<file path="src/design/sos_pkg.sv">
// shared types, constants and command codes for the odd-only segment sieve
package sos_pkg;

  localparam int SegSlots   = 4096;
  localparam int BasePrimes = 1024;
  localparam int MapWords   = (SegSlots + 63) / 64;
  localparam int SlotW      = $clog2(SegSlots);
  localparam int WordW      = $clog2(MapWords);
  localparam int PrimeAw    = $clog2(BasePrimes);
  localparam int CountW     = PrimeAw + 1;
  localparam int BaseW      = 40;
  localparam int PrimeW     = 20;

  localparam logic [1:0] CMD_LOAD    = 2'd0;
  localparam logic [1:0] CMD_SEGMENT = 2'd1;
  localparam logic [1:0] CMD_RESTART = 2'd2;
  localparam logic [1:0] CMD_SPARE   = 2'd3;

  typedef struct packed {
    logic [1:0]        cmd;
    logic [PrimeW-1:0] base_prime;
  } in_beat_t;

  typedef struct packed {
    logic [5:0]       word_index;
    logic [63:0]      composite_bits;
    logic [BaseW-1:0] segment_low;
    logic             status;
    logic             last;
  } out_beat_t;

  typedef enum logic [3:0] {
    ST_IDLE, ST_LMUL, ST_LDIV, ST_LFIN, ST_CLEAR, ST_RD, ST_WAIT,
    ST_CROSS, ST_MARK, ST_WB, ST_EMIT_RD, ST_EMIT, ST_SINGLE
  } state_t;

  // commands from controller to datapath
  typedef struct packed {
    logic start_load;
    logic div_step;
    logic load_commit;
    logic seg_begin;
    logic clear_word;
    logic read_prime;
    logic cross_read;
    logic cross_step;
    logic write_back;
    logic emit_read;
    logic out_load_map;
    logic out_load_single;
    logic restart;
  } ctl_cmd_t;

  // status back to controller
  typedef struct packed {
    logic load_skip;   // invalid prime or table full
    logic div_done;
    logic clear_done;
    logic primes_done;
    logic cross_done;
    logic words_done;
  } ctl_stat_t;

endpackage

</file>
<file path="src/design/sos_ctrl.sv">
// controller state machine sequencing load, segment and restart work
module sos_ctrl import sos_pkg::*; (
  input  logic       clk,
  input  logic       rst,
  input  logic       in_valid,
  output logic       in_stall,
  input  logic [1:0] in_cmd,
  output logic       in_take,
  input  ctl_stat_t  stat,
  output ctl_cmd_t   cmd,
  output logic       out_valid,
  input  logic       out_stall
);

  state_t state, state_next;
  logic [1:0] cur_cmd;
  logic out_full, out_full_next;

  assign in_stall = (state != ST_IDLE);
  assign in_take  = in_valid && !in_stall;
  assign out_valid = out_full;

  always_ff @(posedge clk) begin
    if (rst) begin
      state    <= ST_IDLE;
      out_full <= 1'b0;
    end else begin
      state    <= state_next;
      out_full <= out_full_next;
    end
  end

  always_ff @(posedge clk) begin
    if (in_take) cur_cmd <= in_cmd;
  end

  always_comb begin
    state_next    = state;
    cmd           = '0;
    out_full_next = out_full && out_stall;
    case (state)
      ST_IDLE: begin
        if (in_take) begin
          case (in_cmd)
            CMD_LOAD:    state_next = ST_LMUL;
            CMD_SEGMENT: state_next = ST_CLEAR;
            default:     state_next = ST_SINGLE;
          endcase
        end
      end
      ST_LMUL: begin
        cmd.start_load = 1'b1;
        state_next = ST_LDIV;
      end
      ST_LDIV: begin
        cmd.div_step = 1'b1;
        if (stat.div_done) state_next = ST_LFIN;
      end
      ST_LFIN: begin
        if (!stat.load_skip) cmd.load_commit = 1'b1;
        state_next = ST_SINGLE;
      end
      ST_SINGLE: begin
        if (!out_full_next) begin
          cmd.out_load_single = 1'b1;
          if (cur_cmd == CMD_RESTART) cmd.restart = 1'b1;
          out_full_next = 1'b1;
          state_next = ST_IDLE;
        end
      end
      ST_CLEAR: begin
        // widx was zeroed when the beat was taken; base advances on the last word, but not for the first segment
        cmd.clear_word = 1'b1;
        if (stat.clear_done) begin
          cmd.seg_begin = 1'b1;
          state_next = ST_RD;
        end
      end
      ST_RD: begin
        if (stat.primes_done) state_next = ST_EMIT_RD;
        else begin
          cmd.read_prime = 1'b1;
          state_next = ST_WAIT;
        end
      end
      ST_WAIT:  state_next = ST_CROSS;
      ST_CROSS: begin
        if (stat.cross_done) state_next = ST_WB;
        else begin
          cmd.cross_read = 1'b1;
          state_next = ST_MARK;
        end
      end
      ST_MARK: begin
        cmd.cross_step = 1'b1;
        state_next = ST_CROSS;
      end
      ST_WB: begin
        cmd.write_back = 1'b1;
        state_next = ST_RD;
      end
      ST_EMIT_RD: begin
        cmd.emit_read = 1'b1;
        state_next = ST_EMIT;
      end
      ST_EMIT: begin
        if (!out_full_next) begin
          cmd.out_load_map = 1'b1;
          out_full_next = 1'b1;
          state_next = stat.words_done ? ST_IDLE : ST_EMIT_RD;
        end
      end
      default: state_next = ST_IDLE;
    endcase
  end

endmodule

</file>
<file path="config.mk">
export PLATFORM = sky130hd
export DESIGN_NAME = sos_ctrl
export DESIGN_NICKNAME = d
export VERILOG_FILES = /design/src/design/sos_pkg.sv /design/src/design/sos_ctrl.sv
export SDC_FILE = /design/constraint.sdc
export NUM_CORES = 1
export LEC_CHECK = 0
export BUFFER_PORTS_ARGS = -buffer_cell sky130_fd_sc_hd__buf_4
export CORE_ASPECT_RATIO = 1.25
export CORE_UTILIZATION = 30
export DETAILED_ROUTE_END_ITERATION = 10
export PLACE_DENSITY = 0.56
export SLEW_MARGIN = 5
export SYNTH_ARGS = -nofsm -noshare
export SYNTH_HDL_FRONTEND = slang
export SYNTH_SLANG_ARGS = --single-unit
</file>
<file path="constraint.sdc">
create_clock -name clk -period 1.7 [get_ports clk]
set_input_delay 0.34 -clock clk [delete_from_list [all_inputs] [get_ports clk]]
set_output_delay 0.34 -clock clk [all_outputs]
set_load 0.05 [all_outputs]
</file>
==> results of run 1 <==
timing repair:
item                                    4_1_cts  5_1_grt
pin swaps                                     2        2
gates cloned                                  0        0
buffers inserted                              2        0
gates resized for setup                      15        7
endpoints found under the setup margin        9        8
worst max-delay path, stage by stage, from the launching register on:
cell and delay (ns):
dfxtp_2 0.33, or3b_4 0.42, nor2_4 0.09, and3b_2 0.19, buf_8 0.14
flip-flops by register name, indices dropped and copies added, names as in the netlist:
name and flops:
cur_cmd 2, out_valid 1, state 4
layout make-up:
cell class / count / area share
clock buffer: 4 / 0.0259
tap: 19 / 0.0234
sequential: 7 / 0.165
timing repair buffer: 35 / 0.301
multi-input combinational: 67 / 0.481
inverter: 1 / 0.00370
cell families (layout without fill, tap and decap cells):
group | Yosys count | after routing | synth area share
simple gates | 41 | 41 | 0.381
compound gates | 25 | 25 | 0.262
flops | 7 | 7 | 0.267
buf+inv | 7 | 40 | 0.0729
mux | 1 | 1 | 0.0167
report_power, final:
group	switching, uW	internal, uW	leakage, uW
Sequential	52.1	251	0.0000616
Clock	58.0	89.3	0.0000150
Combinational	923	627	0.000333
Total	1030	968	0.000409
stage by stage:
stage	setup TNS [ns]	cell area [sq um]	utilization	hold WS (ns)
2_1_floorplan	-1.17	662	-	0.409
3_3_place_gp	0	903	0.494	0.541
3_5_place_dp	0	903	0.494	0.541
4_1_cts	-0.0819	992	0.542	0.278
5_1_grt	-0.142	1010	0.555	0.279
6_report	-0.0623	1010	0.555	0.288
per-layer routing:
layer  track usage  up-vias  part of all wire
met5             0        -                 0
met4        0.0469        0                 0
met3        0.0208        0             0.022
met2         0.266       14              0.55
met1         0.214      349              0.42
li1              -      362                 -
cell usage after synthesis (2+ instances only):
library cell   n
a21oi_1       11
nand2_1        9
nor2_1         9
dfxtp_1        5
nor3_1         5
nand2b_1       4
o21ai_1        4
a31oi_1        2
buf_2          2
buf_6          2
clkbuf_1       2
edfxtp_1       2
o21ai_0        2
o21bai_1       2
or3_1          2
worst paths after layout:
check / start / end / slack [ns] / cells after the start
max: state[0] / cmd[0] / -0.06 / 4
min: in_cmd[0] / cur_cmd[0] / 0.29 / 1
max reg2reg: state[0] / state[3] / 0.26 / 6
min reg2reg: out_valid / out_valid / 0.62 / 3
cell usage in the layout, fill, tap and decap left out, types with 2 or more instances in the layout:
cell type	count
buf_4	28
a21oi_1	11
nand2_1	8
nor2_1	6
o21ai_1	4
buf_6	4
nor2_4	3
clkbuf_4	3
dfxtp_2	3
nand2b_4	2
nand2b_1	2
nor3_1	2
nor3_4	2
and3_4	2
or3_1	2
o21ai_0	2
o21bai_1	2
a31oi_1	2
edfxtp_1	2
buf_8	2
==> impl_metrics.ini, run 1 <==
[detailed_routing]
drc = 0
dr_total_vias = 725
first_iter_violations = 18
wire_per_inst_um = 12.6
wirelength_um = 1680
dr.pass1.iters = 4
drtAntennaViolNets = 0
via_per_inst = 5.45

[clock_tree]
clk_latency_ns = 0.25
cts_tree = yes
cts_sinks = 7
clk_pin_slew_ns = 0.05
root_buffer = clkbuf_4
cts.path.max_buffers = 2
numCtsBuffers = 3
htree_levels = 1
ctsHoldBuffers = 0

[placed_design]
dpl_worst_slack_ns = 0.128
port_buffers = 27
dp_cells = 127
hpwl_um = 1240
gp_congestion = 0.759

[sta]
period_minus_slack_ns = 1.76
max_freq_mhz = 569
setup-violations-final = 2
worstMarginPinSlew_ns = 0.245
rsz0062_at_grt = true
setup_ws_ns = -0.0586
fin_crit_sh = 1.03
finalClockSkew_ns = 0.00421
drv_slew = 0
hold_viol_final = 0
relSlewSlack = 0.834

[finish]
fillers = 170
regArea_sq_um = 168
fin_nets = 127
antenna_cells = 0
drive_gt1_frac = 0.553
stdcell_count = 133
areaGrowthSynthToFinish_pct = 69.0
multi_input_area_sq_um = 488

[power]
p_per_area_mw_per_mm2 = 1970
vdd_ir_drop_max_uv = 932
p_leak_uw = 0.000409
fin_total_pwr_uw = 2000

[die]
die_h_um = 52.0
core_sq_mm = 0.00183
rows = 17
die_w_um = 42.0
die-area_sq_mm = 0.00219
initial_utilization = 0.328
num_io_pins = 28

[worst_setup_path]
cp-start-kind = flop
critPathArrivalTime_ns = 1.42
crit_type = flop to output pin
crit_fanout = 2
cp-end-kind = output pin
worst_ep_required_time_ns = 1.36

[synthesis]
synth.distinct_cells = 33
ys_async_sr_fraction = 0
netlist_instances = 81
synthesis.area_sq_um = 601
synth_area_leaders = dfxtp_1 (17%), edfxtp_1 (10%), a21oi_1 (9.2%), nand2_1 (5.6%), nor2_1 (5.6%)
yosysWarningCount = 0
syn_nets = 93
synth_seq_cells = 7
synth_edf_count = 2
ys.flop_type = dfxtp_1
ys_seq_area_frac = 0.267
yosys.area.top_type = dfxtp_1
yosys.area.top_type_share = 0.167
synth.avg_cell_area_sq_um = 7.41

[grt]
grt_pass1_vias = 620
grt-ovfl-total = 0
grt_pass1_wl_um = 2730
grt_max_degree = 15
globalRouteTotalUtil = 0.159
antenna_found_initial = 0

[hold_path]
hp-class = primary input to flop

[flow_run]
drv_cap = 0

[run_status]
violations = setup timing
outcome = finished, violations left
Power figures use the tool's default switching activity.
==> inputs of run 2 (changes only) <==
--- a/config.mk
+++ b/config.mk
@@ -6,10 +6,9 @@
 export NUM_CORES = 1
 export LEC_CHECK = 0
 export BUFFER_PORTS_ARGS = -buffer_cell sky130_fd_sc_hd__buf_4
-export CORE_ASPECT_RATIO = 1.25
-export CORE_UTILIZATION = 30
+export CORE_UTILIZATION = 44
 export DETAILED_ROUTE_END_ITERATION = 10
-export PLACE_DENSITY = 0.56
+export PLACE_DENSITY = 0.76
 export SLEW_MARGIN = 5
 export SYNTH_ARGS = -nofsm -noshare
 export SYNTH_HDL_FRONTEND = slang
==> run 2 against run 1 <==
The run still ends with setup timing left. Clock power up 7%. Flip-flop and latch count unchanged. Worst hold slack worse by 0.022 ns. Via count down 0.69%. Core utilization up 30 points. Cell count down 3.0%. Critical path type unchanged. Critical endpoint unchanged. Largest cell class unchanged. Highest routed layer is now met4.
==> impl_metrics.ini, run 2 (synthesized netlist as in run 1, its figures left out) <==
[run_status]
outcome = finished, violations left
violations = setup timing

[die]
core_sq_mm = 0.00119
initial_utilization = 0.506
die_h_um = 38.9
rows = 12
die_w_um = 38.9
num_io_pins = 28
die-area_sq_mm = 0.00152

[flow_run]
drv_cap = 0

[sta]
hold_viol_final = 0
relSlewSlack = 0.824
tns_ns = -0.0856
fin_crit_sh = 1.04
drv_slew = 0
max_freq_mhz = 567
rsz0062_at_grt = true
setup_ws_ns = -0.0624
setup-violations-final = 2
period_minus_slack_ns = 1.76
finalClockSkew_ns = 0.000224
whs_ns = 0.266
worstMarginPinSlew_ns = 0.264

[hold_path]
hp-class = primary input to flop
hold_depth = 2
hold_end = state[1]
min-delay-start = rst

[finish]
drive_gt1_frac = 0.565
top_register = state
final_common_cell = buf_4
fin_nets = 128
regArea_sq_um = 165
areaGrowthSynthToFinish_pct = 69.2
multi_input_area_sq_um = 495
final_cell_mix = buf_4 (28), a21oi_1 (11), nand2_1 (8)
fillers = 70
largest_reg_flops = 4
antenna_cells = 0

[grt]
grt_max_degree = 15
antenna_found_initial = 0
grt_pass1_wl_um = 2810
grt_pass1_vias = 657
grt-ovfl-total = 0
globalRouteTotalUtil = 0.274

[clock_tree]
cts_tree = yes
cts_sinks = 7
clk_latency_ns = 0.26
root_buffer = clkbuf_4
clk_pin_slew_ns = 0.05
numCtsBuffers = 3
cts.path.max_buffers = 2
htree_levels = 1
ctsHoldBuffers = 0

[worst_setup_path]
cp-start-kind = flop
reg2reg_to = state[1]
reg2reg_from = state[1]
critPathArrivalTime_ns = 1.42
cp-end-kind = output pin
max_stage_delay_ns = 0.41
path_cells = or3b_4 -> nor2_4 -> and3b_2 -> buf_8
r2r_slack_ns = 0.22
r2r_cells = 6
cp_top_family = simple AND/OR/NAND/NOR gates
crit_fanout = 3
crit_type = flop to output pin
crit_slowest_cell = or3b_4
critical_path_buf_inv_count = 1
worst_ep_required_time_ns = 1.36

[power]
vdd_ir_drop_max_uv = 1330
p_clk_frac = 0.077
switching_share = 0.524
p_per_area_mw_per_mm2 = 2010
p_leak_uw = 0.000415
p_int_uw = 974
p_sw_uw = 1070
seq_power_share = 0.148
comb_power_share = 0.776

[detailed_routing]
wire_per_inst_um = 13.6
via_per_inst = 5.58
wirelength_um = 1760
dr_total_vias = 720
first_iter_violations = 29
drc = 0
drtAntennaViolNets = 0
dr.pass1.iters = 4

[placed_design]
gp_congestion = 0.875
port_buffers = 27
hpwl_um = 1300
dpl_worst_slack_ns = 0.129
==> run 2: layout make-up <==
type | instances | share of cell area
repair buffers | 36 | 0.303
inverters | 1 | 0.00369
multi-input cells | 67 | 0.488
well taps | 14 | 0.0172
flip-flops and latches | 7 | 0.163
clock buffers | 4 | 0.0259
==> run 2: routing by layer <==
layer | vias up | track usage | routed length (um)
li1 | 362 | - | -
met1 | 321 | 0.346 | 706
met2 | 35 | 0.454 | 913
met3 | 2 | 0.0520 | 121
met4 | 0 | 0.103 | 14
met5 | - | 0 | 0
==> run 2: worst max path at each step <==
stage,start,endpoint,cells after the start
floorplan,state[3],cmd[11],3
global placement,state[0],cmd[0],4
global route,state[1],cmd[0],4
CTS,state[1],cmd[0],4
finish,state[1],cmd[0],4
detailed placement,state[0],cmd[0],4
==> run 2: per-stage QoR <==
step	total power, uW	util	instance area, sq um	instances
6_report	2050	0.857	1020	129
5_1_grt	2170	0.857	1020	129
4_1_cts	1980	0.843	1000	129
3_5_place_dp	1680	0.752	892	123
3_3_place_gp	1660	0.752	892	123
2_1_floorplan	1360	-	662	81
==> run 2: power by group through the flow <==
stage	combinational, uW	clock (uW)	sequential [uW]
final	1590	157	302
after global routing	1700	167	309
after CTS	1530	159	295
after detailed placement	1390	0	288
after global placement	1380	0	286
after floorplan	1080	0	279
==> run 2: timing repair <==
| action | CTS | global route |
|---|---|---|
| resized for setup | 19 | 5 |
| pin swaps | 5 | 2 |
| endpoints found under the hold margin | 0 | 0 |
| setup endpoints to repair | 12 | 7 |
| setup buffers | 2 | 0 |
| cloned | 0 | 0 |
==> inputs of run 3 (changes only) <==
--- a/config.mk
+++ b/config.mk
@@ -5,8 +5,9 @@
 export SDC_FILE = /design/constraint.sdc
 export NUM_CORES = 1
 export LEC_CHECK = 0
+export ABC_AREA = 1
 export BUFFER_PORTS_ARGS = -buffer_cell sky130_fd_sc_hd__buf_4
-export CORE_UTILIZATION = 44
+export CORE_UTILIZATION = 45
 export DETAILED_ROUTE_END_ITERATION = 10
 export PLACE_DENSITY = 0.76
 export SLEW_MARGIN = 5
==> run 3 against run 2 <==
The flow still finishes with violations (setup timing). Critical path type unchanged. Worst hold slack lost 0.0062 ns. Largest cell class unchanged. Register-to-register slack gained 0.19 ns. Flip-flop and latch count did not move. Highest routed layer unchanged. Largest power group unchanged. Sequential power increased by 8.9%. Combinational power shrank 19%.
==> impl_metrics.ini, run 3 <==
[synthesis]
synthesis.area_sq_um = 641
syn_nets = 114
synth.distinct_cells = 20
yosys.area.top_type_share = 0.156
synth_area_leaders = dfxtp_1 (16%), nand2_1 (12%), inv_1 (11%), edfxtp_1 (9.4%), nor2_1 (8.8%)
ys.flop_type = dfxtp_1
synth_common_cells = nand2_1 (20), inv_1 (19), nor2_1 (15), nand2_2 (7), nand3_1 (6)
ys_seq_area_frac = 0.250
synth_edf_count = 2
yosys.area.top_type = dfxtp_1
synth.most_common_cell = nand2_1
netlist_instances = 102
ys_async_sr_fraction = 0
synth.avg_cell_area_sq_um = 6.28
synth_seq_cells = 7
yosysWarningCount = 0

[finish]
drive_gt1_frac = 0.532
top_register = state
fin_nets = 152
multi_input_area_sq_um = 440
final_common_cell = buf_4
regArea_sq_um = 175
final_cell_mix = buf_4 (29), nand2_1 (19), inv_1 (18)
stdcell_count = 154
fillers = 99
areaGrowthSynthToFinish_pct = 58.6
largest_reg_flops = 4
antenna_cells = 0

[die]
initial_utilization = 0.486
die_w_um = 39.7
num_io_pins = 28
rows = 13
core_sq_mm = 0.00132
die_h_um = 39.7
die-area_sq_mm = 0.00158

[worst_setup_path]
critPathArrivalTime_ns = 1.37
worst_ep_required_time_ns = 1.36
crit_fanout = 6
cp-start-kind = flop
r2r_cells = 5
cp-end-kind = output pin
reg2reg_to = cur_cmd[0]
reg2reg_from = state[0]
r2r_slack_ns = 0.41
crit_type = flop to output pin

[power]
vdd_ir_drop_max_uv = 1170
p_per_area_mw_per_mm2 = 1750
p_leak_uw = 0.000546
fin_total_pwr_uw = 1770

[detailed_routing]
drtAntennaViolNets = 0
dr_total_vias = 747
wirelength_um = 1830
dr.pass1.iters = 4
drc = 0
wire_per_inst_um = 11.9
first_iter_violations = 20
via_per_inst = 4.85

[grt]
grt-ovfl-total = 0
grt_use_met3 = 0.0511
grt_pass1_wl_um = 2670
globalRouteTotalUtil = 0.268
antenna_found_initial = 0
grt_pass1_vias = 606
grt_max_degree = 7
globalRouteMet2Util = 0.422
grt-busiest-layer = met2
use_met1 = 0.333

[run_status]
outcome = finished, violations left
violations = setup timing

[hold_path]
hp-class = primary input to flop
hold_depth = 2
hold_end = state[2]
min-delay-start = rst

[placed_design]
gp_congestion = 0.839
dp_cells = 144
hpwl_um = 1320
dpl_worst_slack_ns = 0.161
port_buffers = 27

[sta]
finalClockSkew_ns = 0.00753
setup_ws_ns = -0.0133
rsz0062_at_grt = true
relSlewSlack = 0.850
drv_slew = 0
setup-violations-final = 1
fin_crit_sh = 1.01
max_freq_mhz = 584
worstMarginPinSlew_ns = 0.224
period_minus_slack_ns = 1.71
hold_viol_final = 0
whs_ns = 0.260

[flow_run]
drv_cap = 0

[clock_tree]
clk_pin_slew_ns = 0.05
root_buffer = clkbuf_4
cts.path.max_buffers = 2
numCtsBuffers = 3
cts_sinks = 7
ctsHoldBuffers = 0
cts_tree = yes
htree_levels = 1
clk_latency_ns = 0.27
[run 3: worst max path at each step]
stage | startpoint | end | slack [ns] | cells after the start
after floorplan | state[2] | cmd[6] | -0.40 | 4
after global placement | state[0] | cmd[0] | 0.20 | 6
after detailed placement | state[0] | cmd[0] | 0.16 | 6
after CTS | state[3] | in_take | -0.05 | 4
after global routing | state[2] | cmd[9] | -0.09 | 5
final | state[2] | cmd[9] | -0.01 | 5
[run 3: logic make-up after synthesis]
logic type	count (synthesis)	share of synthesized area
DFF	7	0.250
and+or+nand+nor	64	0.535
buffers and inverters	24	0.141
AOI/OAI and AO/OA	7	0.0742
[run 3: layer usage]
layer	vias to the layer above	wire length (um)
li1	386	-
met1	328	740
met4	0	45
met5	-	0
met2	28	920
met3	5	120
[run 3: cell type report]
cell class,count,share of cell area
Timing Repair Buffer,33,0.259
Tap cell,15,0.0185
Sequential cell,7,0.172
Clock buffer,4,0.0259
Multi-Input combinational cell,71,0.433
Inverter,24,0.0911
[run 3: timing repair]
item                                    4_1_cts  5_1_grt
gates cloned                                  0        0
endpoints found under the setup margin        8       12
gates resized for setup                       5       16
setup buffers                                 3        3
pin swaps                                     1        4
[run 3: worst max-delay path: stages (launching register included)]
cell and delay [ns]:
dfxtp_4 0.40, inv_4 0.05, nor2_4 0.19, inv_2 0.08
nor3_2 0.20, buf_6 0.19
[run 3: metrics by stage]
step | instance area (sq um) | setup TNS (ns) | util
2_1_floorplan | 661 | -1.04 | -
5_1_grt | 1020 | -0.207 | 0.771
3_3_place_gp | 882 | 0 | 0.670
6_report | 1020 | -0.0133 | 0.771
3_5_place_dp | 882 | 0 | 0.670
4_1_cts | 940 | -0.0460 | 0.713
[run 3: power by group]
part / leakage, uW / total [uW] / switching [uW] / internal (uW)
Sequential: 0.0000626 / 329 / 79.3 / 250
Combinational: 0.000468 / 1280 / 829 / 451
Clock: 0.0000150 / 165 / 74.8 / 90.4
